==> src/hw/rtl/pfi_pkg.sv <==
`default_nettype none

package pfi_pkg;

   localparam int MAX_FACTOR   = 8;
   localparam int MAX_TAPS     = 16;
   localparam int RESULT_LIMIT = 8;
   localparam int FACTOR_LIMIT = (MAX_FACTOR < RESULT_LIMIT) ? MAX_FACTOR : RESULT_LIMIT;

   localparam int PHASE_W    = (MAX_FACTOR > 1) ? $clog2(MAX_FACTOR) : 1;
   localparam int TAP_W      = (MAX_TAPS > 1) ? $clog2(MAX_TAPS) : 1;
   localparam int COEF_AW    = PHASE_W + TAP_W;
   localparam int COEF_DEPTH = MAX_FACTOR * MAX_TAPS;

   localparam int QUEUE_DEPTH = 2;
   localparam int QPTR_W      = $clog2(QUEUE_DEPTH);
   localparam int QCNT_W      = $clog2(QUEUE_DEPTH + 1);

   localparam int FACTOR_W    = 4;
   localparam int TAPS_W      = 5;
   localparam int CSR_INDEX_W = 1;
   localparam int CSR_DATA_W  = 5;

   localparam int SAMPLE_W = 16;
   localparam int PROD_W   = 32;
   localparam int ACC_W    = 31;
   localparam int SUM_W    = 33;
   localparam int FRAC_W   = 15;

   localparam logic signed [ACC_W-1:0] ACC_INIT = ACC_W'(1 << 14);
   localparam logic signed [SUM_W-1:0] ACC_MAX  = SUM_W'(64'sh3fffffff);
   localparam logic signed [SUM_W-1:0] ACC_MIN  = SUM_W'(-64'sh40000000);

   typedef enum logic [1:0] {
      REQ_SAMPLE = 2'd0,
      REQ_COEF   = 2'd1,
      REQ_CLEAR  = 2'd2,
      REQ_NONE   = 2'd3
   } req_kind_type;

   typedef enum logic [CSR_INDEX_W-1:0] {
      CSR_INTERP_FACTOR  = 1'd0,
      CSR_TAPS_PER_PHASE = 1'd1
   } csr_index_type;

   typedef struct packed {
      logic [1:0]                  req_type;
      logic signed [SAMPLE_W-1:0]  sample_in;
      logic [2:0]                  coef_phase;
      logic [3:0]                  coef_tap;
      logic signed [SAMPLE_W-1:0]  coef_value;
   } req_data_type;

   typedef struct packed {
      logic signed [SAMPLE_W-1:0] sample_out;
      logic [2:0]                 phase_index;
      logic                       last;
   } rsp_data_type;

   typedef struct packed {
      req_kind_type               kind;
      logic signed [SAMPLE_W-1:0] sample;
      logic [COEF_AW-1:0]         coef_addr;
      logic signed [SAMPLE_W-1:0] coef_value;
   } cmd_type;

   typedef struct packed {
      logic [PHASE_W-1:0] fac_m1;
      logic [TAP_W-1:0]   taps_m1;
   } cfg_type;

   typedef struct packed {
      logic               valid;
      logic               first_tap;
      logic               last_tap;
      logic [PHASE_W-1:0] phase;
      logic               last_phase;
   } tag_type;

endpackage

`default_nettype wire

==> src/hw/rtl/polyphase_fir_interpolator_unit.sv <==
`default_nettype none
// Polyphase FIR interpolator, Q15 in and out.
// Request channel (req_valid/req_ready/req_data) carries one transaction per
// sample, coefficient write or history clear; req_type 3 is dropped.
// Each sample produces interp_factor results (0 acts as 1, above 8 as 8) on
// rsp_valid/rsp_ready/rsp_data, phases in order, last set on the final one.
// Coefficient writes and clears produce no result.
// One shared multiply-accumulate handles one tap per cycle while the output
// is not stalled; the back end takes the next command only after the last
// tap of the current sample has been issued.
// A two-entry command queue sits between the request decoder and the MAC
// sequencer; requests keep being taken while the queue has room.
// When rsp_ready is low, the finished result holds in the output register
// and the MAC pipeline freezes at the next phase completion.
// csr_wr_en writes interp_factor (index 0) or taps_per_phase (index 1);
// write only while no transaction is in flight.
// Reset clears the history, the write position and the queue, and sets
// interp_factor to 1 and taps_per_phase to 16. Coefficients are not reset.

module polyphase_fir_interpolator_unit (
   input  wire logic                                 clock,
   input  wire logic                                 reset,
   input  wire logic                                 req_valid,
   output logic                                      req_ready,
   input  wire pfi_pkg::req_data_type                req_data,
   output logic                                      rsp_valid,
   input  wire logic                                 rsp_ready,
   output pfi_pkg::rsp_data_type                     rsp_data,
   input  wire logic                                 csr_wr_en,
   input  wire logic [pfi_pkg::CSR_INDEX_W-1:0]      csr_index,
   input  wire logic [pfi_pkg::CSR_DATA_W-1:0]       csr_wdata
);

   import pfi_pkg::*;

   logic [FACTOR_W-1:0] factor_ff, factor_in;
   logic [TAPS_W-1:0]   taps_ff, taps_in;
   cfg_type             cfg;
   logic                cmd_valid;
   logic                cmd_ready;
   cmd_type             cmd;

   always_comb begin
      factor_in = factor_ff;
      taps_in   = taps_ff;
      if (csr_wr_en) begin
         case (csr_index)
            CSR_INTERP_FACTOR:  factor_in = csr_wdata[FACTOR_W-1:0];
            CSR_TAPS_PER_PHASE: taps_in   = csr_wdata[TAPS_W-1:0];
            default: begin
            end
         endcase
      end
   end

   always_ff @(posedge clock) begin
      if (reset) begin
         factor_ff <= FACTOR_W'(1);
         taps_ff   <= TAPS_W'(16);
      end else begin
         factor_ff <= factor_in;
         taps_ff   <= taps_in;
      end
   end

   always_comb begin
      if (factor_ff == '0) begin
         cfg.fac_m1 = '0;
      end else if (int'(factor_ff) > FACTOR_LIMIT) begin
         cfg.fac_m1 = PHASE_W'(FACTOR_LIMIT - 1);
      end else begin
         cfg.fac_m1 = PHASE_W'(factor_ff - 1'b1);
      end
      if (taps_ff == '0) begin
         cfg.taps_m1 = '0;
      end else if (int'(taps_ff) > MAX_TAPS) begin
         cfg.taps_m1 = TAP_W'(MAX_TAPS - 1);
      end else begin
         cfg.taps_m1 = TAP_W'(taps_ff - 1'b1);
      end
   end

   pfi_front u_front (
      .clock     (clock),
      .reset     (reset),
      .req_valid (req_valid),
      .req_ready (req_ready),
      .req_data  (req_data),
      .cmd_valid (cmd_valid),
      .cmd_ready (cmd_ready),
      .cmd       (cmd)
   );

   pfi_back u_back (
      .clock     (clock),
      .reset     (reset),
      .cfg       (cfg),
      .cmd_valid (cmd_valid),
      .cmd_ready (cmd_ready),
      .cmd       (cmd),
      .rsp_valid (rsp_valid),
      .rsp_ready (rsp_ready),
      .rsp_data  (rsp_data)
   );

endmodule

`default_nettype wire

==> src/hw/rtl/pfi_ram.sv <==
`default_nettype none

module pfi_ram #(
   parameter int WIDTH = 16,
   parameter int DEPTH = 128
) (
   input  wire logic                             clock,
   input  wire logic                             wr_en,
   input  wire logic [$clog2(DEPTH)-1:0]         wr_addr,
   input  wire logic [WIDTH-1:0]                 wr_data,
   input  wire logic                             rd_en,
   input  wire logic [$clog2(DEPTH)-1:0]         rd_addr,
   output logic [WIDTH-1:0]                      rd_data
);

   logic [WIDTH-1:0] mem_ff [DEPTH];
   logic [WIDTH-1:0] rd_data_ff;

   always_ff @(posedge clock) begin
      if (wr_en) begin
         mem_ff[wr_addr] <= wr_data;
      end
      if (rd_en) begin
         rd_data_ff <= mem_ff[rd_addr];
      end
   end

   assign rd_data = rd_data_ff;

endmodule

`default_nettype wire

==> src/hw/rtl/pfi_front.sv <==
`default_nettype none

module pfi_front (
   input  wire logic                  clock,
   input  wire logic                  reset,
   input  wire logic                  req_valid,
   output logic                       req_ready,
   input  wire pfi_pkg::req_data_type req_data,
   output logic                       cmd_valid,
   input  wire logic                  cmd_ready,
   output pfi_pkg::cmd_type           cmd
);

   import pfi_pkg::*;

   cmd_type             q_ff [QUEUE_DEPTH];
   cmd_type             q_in [QUEUE_DEPTH];
   logic [QPTR_W-1:0]   wr_ptr_ff, wr_ptr_in;
   logic [QPTR_W-1:0]   rd_ptr_ff, rd_ptr_in;
   logic [QCNT_W-1:0]   cnt_ff, cnt_in;
   cmd_type             decoded;
   logic                push;
   logic                pop;

   always_comb begin
      decoded.kind       = REQ_NONE;
      decoded.sample     = req_data.sample_in;
      decoded.coef_addr  = {PHASE_W'(req_data.coef_phase), TAP_W'(req_data.coef_tap)};
      decoded.coef_value = req_data.coef_value;
      case (req_data.req_type)
         REQ_SAMPLE: decoded.kind = REQ_SAMPLE;
         REQ_CLEAR:  decoded.kind = REQ_CLEAR;
         REQ_COEF: begin
            if (int'(req_data.coef_phase) < MAX_FACTOR && int'(req_data.coef_tap) < MAX_TAPS) begin
               decoded.kind = REQ_COEF;
            end
         end
         default:    decoded.kind = REQ_NONE;
      endcase
   end

   assign req_ready = (cnt_ff != QCNT_W'(QUEUE_DEPTH));
   assign cmd_valid = (cnt_ff != '0);
   assign cmd       = q_ff[rd_ptr_ff];
   assign push      = req_valid && req_ready && (decoded.kind != REQ_NONE);
   assign pop       = cmd_valid && cmd_ready;

   always_comb begin
      q_in      = q_ff;
      wr_ptr_in = wr_ptr_ff;
      rd_ptr_in = rd_ptr_ff;
      cnt_in    = cnt_ff;
      if (push) begin
         q_in[wr_ptr_ff] = decoded;
         wr_ptr_in = (wr_ptr_ff == QPTR_W'(QUEUE_DEPTH - 1)) ? '0 : wr_ptr_ff + 1'b1;
      end
      if (pop) begin
         rd_ptr_in = (rd_ptr_ff == QPTR_W'(QUEUE_DEPTH - 1)) ? '0 : rd_ptr_ff + 1'b1;
      end
      if (push && !pop) begin
         cnt_in = cnt_ff + 1'b1;
      end else if (pop && !push) begin
         cnt_in = cnt_ff - 1'b1;
      end
   end

   always_ff @(posedge clock) begin
      q_ff <= q_in;
      if (reset) begin
         wr_ptr_ff <= '0;
         rd_ptr_ff <= '0;
         cnt_ff    <= '0;
      end else begin
         wr_ptr_ff <= wr_ptr_in;
         rd_ptr_ff <= rd_ptr_in;
         cnt_ff    <= cnt_in;
      end
   end

endmodule

`default_nettype wire

==> src/hw/rtl/pfi_back.sv <==
`default_nettype none

module pfi_back (
   input  wire logic                  clock,
   input  wire logic                  reset,
   input  wire pfi_pkg::cfg_type      cfg,
   input  wire logic                  cmd_valid,
   output logic                       cmd_ready,
   input  wire pfi_pkg::cmd_type      cmd,
   output logic                       rsp_valid,
   input  wire logic                  rsp_ready,
   output pfi_pkg::rsp_data_type      rsp_data
);

   import pfi_pkg::*;

   typedef enum logic {
      ST_IDLE,
      ST_RUN
   } state_type;

   state_type                   state_ff, state_in;
   logic [TAP_W-1:0]            wp_ff, wp_in;
   logic [PHASE_W-1:0]          phase_ff, phase_in;
   logic [TAP_W-1:0]            tap_ff, tap_in;
   logic [TAP_W-1:0]            idx_ff, idx_in;
   logic signed [SAMPLE_W-1:0]  hist_ff [MAX_TAPS];
   logic signed [SAMPLE_W-1:0]  hist_in [MAX_TAPS];
   tag_type                     s1_tag_ff, s1_tag_in;
   logic signed [SAMPLE_W-1:0]  s1_hist_ff, s1_hist_in;
   tag_type                     s2_tag_ff, s2_tag_in;
   logic signed [PROD_W-1:0]    s2_prod_ff, s2_prod_in;
   logic signed [ACC_W-1:0]     acc_ff, acc_in;
   logic                        rsp_valid_ff, rsp_valid_in;
   rsp_data_type                rsp_data_ff, rsp_data_in;

   logic                        take;
   logic                        stall;
   logic                        issue;
   logic                        last_tap;
   logic                        last_phase;
   logic [TAP_W-1:0]            wp_fix;
   logic                        ram_wr_en;
   logic [COEF_AW-1:0]          ram_rd_addr;
   logic [SAMPLE_W-1:0]         ram_rd_data;
   logic signed [SAMPLE_W-1:0]  coef_rd;
   logic signed [PROD_W-1:0]    product;
   logic signed [ACC_W-1:0]     acc_base;
   logic signed [SUM_W-1:0]     sum;
   logic signed [SUM_W-1:0]     sat;

   assign cmd_ready   = (state_ff == ST_IDLE);
   assign take        = cmd_valid && cmd_ready;
   assign stall       = s2_tag_ff.valid && s2_tag_ff.last_tap && rsp_valid_ff && !rsp_ready;
   assign issue       = (state_ff == ST_RUN) && !stall;
   assign last_tap    = (tap_ff == cfg.taps_m1);
   assign last_phase  = (phase_ff == cfg.fac_m1);
   assign wp_fix      = (wp_ff > cfg.taps_m1) ? '0 : wp_ff;
   assign ram_wr_en   = take && (cmd.kind == REQ_COEF);
   assign ram_rd_addr = {phase_ff, tap_ff};

   pfi_ram #(
      .WIDTH(SAMPLE_W),
      .DEPTH(COEF_DEPTH)
   ) u_coef_ram (
      .clock   (clock),
      .wr_en   (ram_wr_en),
      .wr_addr (cmd.coef_addr),
      .wr_data (cmd.coef_value),
      .rd_en   (issue),
      .rd_addr (ram_rd_addr),
      .rd_data (ram_rd_data)
   );

   assign coef_rd  = ram_rd_data;
   assign product  = s1_hist_ff * coef_rd;
   assign acc_base = s2_tag_ff.first_tap ? ACC_INIT : acc_ff;
   assign sum      = SUM_W'(acc_base) + SUM_W'(s2_prod_ff);

   always_comb begin
      if (sum > ACC_MAX) begin
         sat = ACC_MAX;
      end else if (sum < ACC_MIN) begin
         sat = ACC_MIN;
      end else begin
         sat = sum;
      end
   end

   always_comb begin
      state_in     = state_ff;
      wp_in        = wp_ff;
      phase_in     = phase_ff;
      tap_in       = tap_ff;
      idx_in       = idx_ff;
      hist_in      = hist_ff;
      s1_tag_in    = s1_tag_ff;
      s1_hist_in   = s1_hist_ff;
      s2_tag_in    = s2_tag_ff;
      s2_prod_in   = s2_prod_ff;
      acc_in       = acc_ff;
      rsp_valid_in = rsp_valid_ff && !rsp_ready;
      rsp_data_in  = rsp_data_ff;

      if (take) begin
         case (cmd.kind)
            REQ_SAMPLE: begin
               hist_in[wp_fix] = cmd.sample;
               wp_in           = wp_fix;
               idx_in          = wp_fix;
               phase_in        = '0;
               tap_in          = '0;
               state_in        = ST_RUN;
            end
            REQ_CLEAR: begin
               for (int i = 0; i < MAX_TAPS; i++) begin
                  hist_in[i] = '0;
               end
               wp_in = '0;
            end
            default: begin
            end
         endcase
      end

      if (issue) begin
         s1_tag_in.valid      = 1'b1;
         s1_tag_in.first_tap  = (tap_ff == '0);
         s1_tag_in.last_tap   = last_tap;
         s1_tag_in.phase      = phase_ff;
         s1_tag_in.last_phase = last_phase;
         s1_hist_in           = hist_ff[idx_ff];
         if (last_tap) begin
            tap_in = '0;
            idx_in = wp_ff;
            if (last_phase) begin
               state_in = ST_IDLE;
               wp_in    = (wp_ff == cfg.taps_m1) ? '0 : wp_ff + 1'b1;
            end else begin
               phase_in = phase_ff + 1'b1;
            end
         end else begin
            tap_in = tap_ff + 1'b1;
            idx_in = (idx_ff == '0) ? cfg.taps_m1 : idx_ff - 1'b1;
         end
      end else if (!stall) begin
         s1_tag_in.valid = 1'b0;
      end

      if (!stall) begin
         s2_tag_in  = s1_tag_ff;
         s2_prod_in = product;
         if (s2_tag_ff.valid) begin
            acc_in = ACC_W'(sat);
            if (s2_tag_ff.last_tap) begin
               rsp_valid_in            = 1'b1;
               rsp_data_in.sample_out  = sat[ACC_W-1:FRAC_W];
               rsp_data_in.phase_index = 3'(s2_tag_ff.phase);
               rsp_data_in.last        = s2_tag_ff.last_phase;
            end
         end
      end
   end

   always_ff @(posedge clock) begin
      phase_ff    <= phase_in;
      tap_ff      <= tap_in;
      idx_ff      <= idx_in;
      s1_hist_ff  <= s1_hist_in;
      s2_prod_ff  <= s2_prod_in;
      acc_ff      <= acc_in;
      rsp_data_ff <= rsp_data_in;
      s1_tag_ff.first_tap  <= s1_tag_in.first_tap;
      s1_tag_ff.last_tap   <= s1_tag_in.last_tap;
      s1_tag_ff.phase      <= s1_tag_in.phase;
      s1_tag_ff.last_phase <= s1_tag_in.last_phase;
      s2_tag_ff.first_tap  <= s2_tag_in.first_tap;
      s2_tag_ff.last_tap   <= s2_tag_in.last_tap;
      s2_tag_ff.phase      <= s2_tag_in.phase;
      s2_tag_ff.last_phase <= s2_tag_in.last_phase;
      if (reset) begin
         state_ff        <= ST_IDLE;
         wp_ff           <= '0;
         s1_tag_ff.valid <= 1'b0;
         s2_tag_ff.valid <= 1'b0;
         rsp_valid_ff    <= 1'b0;
         for (int i = 0; i < MAX_TAPS; i++) begin
            hist_ff[i] <= '0;
         end
      end else begin
         state_ff        <= state_in;
         wp_ff           <= wp_in;
         s1_tag_ff.valid <= s1_tag_in.valid;
         s2_tag_ff.valid <= s2_tag_in.valid;
         rsp_valid_ff    <= rsp_valid_in;
         hist_ff         <= hist_in;
      end
   end

   assign rsp_valid = rsp_valid_ff;
   assign rsp_data  = rsp_data_ff;

   a_idx_in_range: assert property (@(posedge clock) disable iff (reset)
      (state_ff == ST_RUN) |-> (idx_ff <= cfg.taps_m1))
      else $error("history index beyond active taps");

   a_last_on_final_phase: assert property (@(posedge clock) disable iff (reset)
      (rsp_valid_ff && rsp_data_ff.last) |-> (rsp_data_ff.phase_index == 3'(cfg.fac_m1)))
      else $error("last flag on wrong phase");

   a_stall_holds_acc: assert property (@(posedge clock) disable iff (reset)
      stall |=> ($stable(acc_ff) && $stable(s2_prod_ff) && $stable(s2_tag_ff)))
      else $error("accumulator moved during output stall");

endmodule

`default_nettype wire

==> config.mk <==
export PLATFORM = sky130hd
export DESIGN_NAME = polyphase_fir_interpolator_unit
export DESIGN_NICKNAME = d
export VERILOG_FILES = /design/src/hw/rtl/pfi_pkg.sv /design/src/hw/rtl/polyphase_fir_interpolator_unit.sv /design/src/hw/rtl/pfi_ram.sv /design/src/hw/rtl/pfi_front.sv /design/src/hw/rtl/pfi_back.sv
export SDC_FILE = /design/constraint.sdc
export NUM_CORES = 2
export LEC_CHECK = 0
export BUFFER_PORTS_ARGS = -buffer_cell sky130_fd_sc_hd__buf_2
export CAP_MARGIN = 40
export CORE_MARGIN = 8
export CORE_UTILIZATION = 50
export DETAILED_ROUTE_END_ITERATION = 8
export GPL_ROUTABILITY_DRIVEN = 0
export HOLD_SLACK_MARGIN = 0.03
export PLACE_DENSITY = 0.67
export REMOVE_ABC_BUFFERS = 1
export SYNTH_ARGS = -nofsm -noshare
export SYNTH_HDL_FRONTEND = slang
export SYNTH_HIERARCHICAL = 1
export SYNTH_SLANG_ARGS = --single-unit
==> constraint.sdc <==
create_clock -name clock -period 18.5 [get_ports clock]
set_input_delay 0.925 -clock clock [delete_from_list [all_inputs] [get_ports clock]]
set_output_delay 0.925 -clock clock [all_outputs]
set_load 0.03 [all_outputs]
==> flow_metrics.py <==
metrics = {
    "hold_path": {
        "hold-path-endpoint": "u_front/q_ff[23]$_DFFE_PP_",
        "hold_path_class": "input pin to flip-flop",
        "min_from": "req_data[23]",
        "worstHoldPathCells": 1,
    },
    "floorplan": {
        "die_w_um": 484,
        "core_um2": 219000,
        "die_h_um": 484,
        "start_util": 0.501,
        "io_pins": 74,
        "num_rows": 172,
        "dieArea_um2": 234000,
    },
    "clock_tree": {
        "holdBufCountCts": 0,
        "cts-htree-levels": 5,
        "cts_max_path_buffers": 4,
        "cts.clk_slew.worst_paths_ns": 0.06,
        "post_cts_resized": 0,
        "cts_root_buf": "clkbuf_16",
        "cts_tree": "done",
        "insertion_delay_ns": 0.93,
        "cts_setup_buffers": 0,
        "cts_sinks": 2545,
        "cts_buffers": 279,
    },
    "sta": {
        "period_minus_slack_ns": 6.68,
        "rsz0062_at_grt": "false",
        "fin_ws_ns": 11.82,
        "timing.fmax_mhz": 150,
        "final-setup-viol-count": 0,
        "post-route-period-util": 0.361,
        "clock_skew_ns": 0.0627,
        "slew_violations": 0,
        "fin_tns_setup_ns": 0,
        "finalHoldViolCount": 0,
        "tightest_slew_ns": 1.06,
        "relSlewSlack": 0.296,
    },
    "pwr": {
        "switchingPower_mw": 9.04,
        "peakVddDrop_mv": 0.425,
        "clock_power_share": 0.214,
        "intPower_mw": 15.4,
        "comb_power_share": 0.484,
        "power.share.switching": 0.370,
        "power_frac_seq": 0.302,
        "p_per_area_nw_per_um2": 198,
        "power_mw": 24.4,
        "p_leak_nw": 41.2,
    },
    "synthesis": {
        "synthXorXnorAreaFrac": 0.00600,
        "ys_ff_latch": 2545,
        "synth-edff-count": 2265,
        "synth_fa_ha_area_frac": 0.0626,
        "synth_top_family_by_area": "multiplexers",
        "syn_inst": 6016,
        "synthSimpleGateAreaFrac": 0.0411,
        "synth_warnings": 6,
        "synth_ff_type": "edfxtp_1",
        "synthMuxAreaShare": 0.161,
        "yosysMostFrequentCell": "edfxtp_1",
        "synth_area_leaders": "edfxtp_1 (62%), mux4_2 (15%), dfxtp_1 (5.1%), fa_1 (4.8%), a22oi_1 (1.8%)",
        "synth_compound_area_frac": 0.0333,
        "avgSynthCellArea_um2": 18.2,
        "synthArstFlopShare": 0,
        "synth_top_area_share": 0.621,
        "yosysSeqAreaShare": 0.672,
        "syn_area_um2": 110000,
        "synth.distinct_cells": 75,
        "yosys-top-cells-count": "edfxtp_1 (2265), mux4_2 (752), nor2_1 (455), inv_1 (337), dfxtp_1 (280)",
        "synth_top_area_cell": "edfxtp_1",
    },
    "finish": {
        "post_route_cells_drive_above_1_share": 0.243,
        "area_delta_synth_final_pct": 12.6,
        "fin_nets": 6749,
        "final_cell_area_um2": 123000,
        "stdcell_count": 9375,
    },
    "placed_design": {
        "dpl.hpwl_um": 164000,
        "dp.cells": 8897,
        "port_buffers": 73,
        "placed_cell_area_um2": 115000,
        "dp_slack_ns": 11.95,
    },
    "grt": {
        "antenna_found_initial": 13,
        "grt_max_degree": 141,
        "grt_pass1_vias": 57362,
        "overflow": 0,
        "grt_pass1_wl_um": 388000,
        "gr-usage-all-layers": 0.219,
    },
    "routing": {
        "vias": 56945,
        "vias_per_cell": 6.07,
        "ant_nets": 0,
        "wl_per_cell_um": 27.7,
        "drcViolationCount": 0,
        "drtPass1Iterations": 6,
        "wl_um": 260000,
        "first_iter_violations": 6319,
    },
    "worst_setup_path": {
        "cp-start-kind": "flip-flop",
        "regToRegSetupSlack_ns": 11.82,
        "r2r-end": "u_back/s2_prod_ff[26]$_DFFE_PN_",
        "endpoint_kind": "flip-flop",
        "reg2reg_depth": 17,
        "path_class": "flip-flop to flip-flop",
        "worst-path-max-fanout": 16,
        "arrival_ns": 7.29,
        "cp.required_ns": 19.11,
        "r2r_start": "u_back/s1_hist_ff[10]$_DFFE_PP_",
    },
    "status": {
        "run_status": "complete, no violations",
    },
    "flow_run": {
        "max_cap_violations": 0,
    },
}
-- how the worst max path moves through the flow --
stage / from / end / cells after the start
detailed placement: u_back/s1_hist_ff[10]$_DFFE_PP_ / u_back/s2_prod_ff[26]$_DFFE_PN_ / 17
floorplan: u_back/tap_ff[0]$_SDFFCE_PP0P_ / u_back/u_coef_ram/rd_data[0]$_DFFE_PP_ / 4
global placement: u_back/s1_hist_ff[6]$_DFFE_PP_ / u_back/s2_prod_ff[27]$_DFFE_PN_ / 22
finish: u_back/s1_hist_ff[10]$_DFFE_PP_ / u_back/s2_prod_ff[26]$_DFFE_PN_ / 17
CTS: u_back/s1_hist_ff[10]$_DFFE_PP_ / u_back/s2_prod_ff[26]$_DFFE_PN_ / 17
global route: u_back/u_coef_ram/rd_data[1]$_DFFE_PP_ / u_back/s2_prod_ff[26]$_DFFE_PN_ / 17
-- flip-flops by register name, summed over array words and instances (netlist names), 3 cells and up --
signal,count
u_front/q_ff,82
u_back/hist_ff,256
u_back/s1_hist_ff,16
u_back/s1_tag_ff,7
u_back/tap_ff,4
taps_ff,5
u_back/s2_prod_ff,32
u_back/s2_tag_ff,7
u_back/u_coef_ram/rd_data,16
u_back/idx_ff,4
factor_ff,4
u_back/wp_ff,4
u_back/phase_ff,3
u_back/u_coef_ram/mem_ff,2048
u_back/acc_ff,31
u_back/rsp_data,20
-- critical path, stage by stage, from the launching register on --
cell and delay, ns:
edfxtp_1 0.70, nand2_1 0.17, fa_1 0.55, fa_1 0.58, fa_1 0.45, fa_1 0.54
inv_1 0.05, fa_1 0.49, fa_1 0.41, ha_1 0.40, nand2_1 0.11, o41ai_1 0.54
nand2_1 0.23, a311oi_1 0.47, o21ai_0 0.20, a21oi_1 0.27, nor2_1 0.09, xnor2_1 0.14
-- per-stage QoR --
stage / hold WS [ns] / util
after floorplan: 0.400 / -
after global routing: 0.139 / 0.564
final: 0.183 / 0.564
after global placement: 0.412 / 0.521
after CTS: 0.113 / 0.564
after detailed placement: 0.405 / 0.525
-- logic make-up after synthesis --
group,after synthesis
compound gates,538
xor+xnor,75
simple gates,984
flops,2545
mux,816
fa+ha+maj,391
buf+inv,667
-- area by class of cell --
cell class	count	area [µm²]
multi-input cells	2804	33500
inverters	337	1260
repair buffers	341	2920
fillers	16178	95500
flip-flops and latches	2545	73600
well taps	2871	3590
diodes	6	15.0
clock buffers	351	7480
clock inverters	120	1010
-- placed cells by master, fill, tap and decap left out, drive strengths merged, types with 6 or more instances in the layout --
cell type  netlist  final
clkinv           0     89
a211oi           9      9
or3              6      6
a21oi           77     77
xor2            33     33
nor2b           77     77
fa             263    263
nor3            30     30
a2bb2oi          6      6
dfxtp          280    280
a22oi          257    257
nand2          198    198
edfxtp        2265   2265
mux4           752    752
o21bai           7      7
nand3           34     34
and2           126    126
xnor2           42     42
diode            0      6
bufinv           0     16
a21o            22     22
o21ai          107    107
nand2b          16     16
nand4           12     12
nor3b            7      7
and3             8      8
clkinvlp         0      6
nor2           457    457
buf            108    340
mux2            59     59
inv            337    346
o21a            13     13
clkbuf         222    352
ha             126    126
-- routing by layer --
metal | track usage | up-vias | routed length [µm]
li1 | - | 24042 | -
met1 | 0.321 | 30090 | 109000
met2 | 0.342 | 2409 | 122000
met3 | 0.0401 | 396 | 21100
met4 | 0.0631 | 8 | 7880
met5 | 0 | - | 50
-- power groups by stage --
stage,Sequential [mW],Combinational (mW),Clock [mW]
floorplan,7.78,9.43,0
global placement,7.52,11.4,0
detailed placement,7.49,11.9,0
CTS,7.37,11.9,5.33
global route,7.38,13.3,5.54
finish,7.37,11.8,5.24
(Power assumes the default switching activity.)
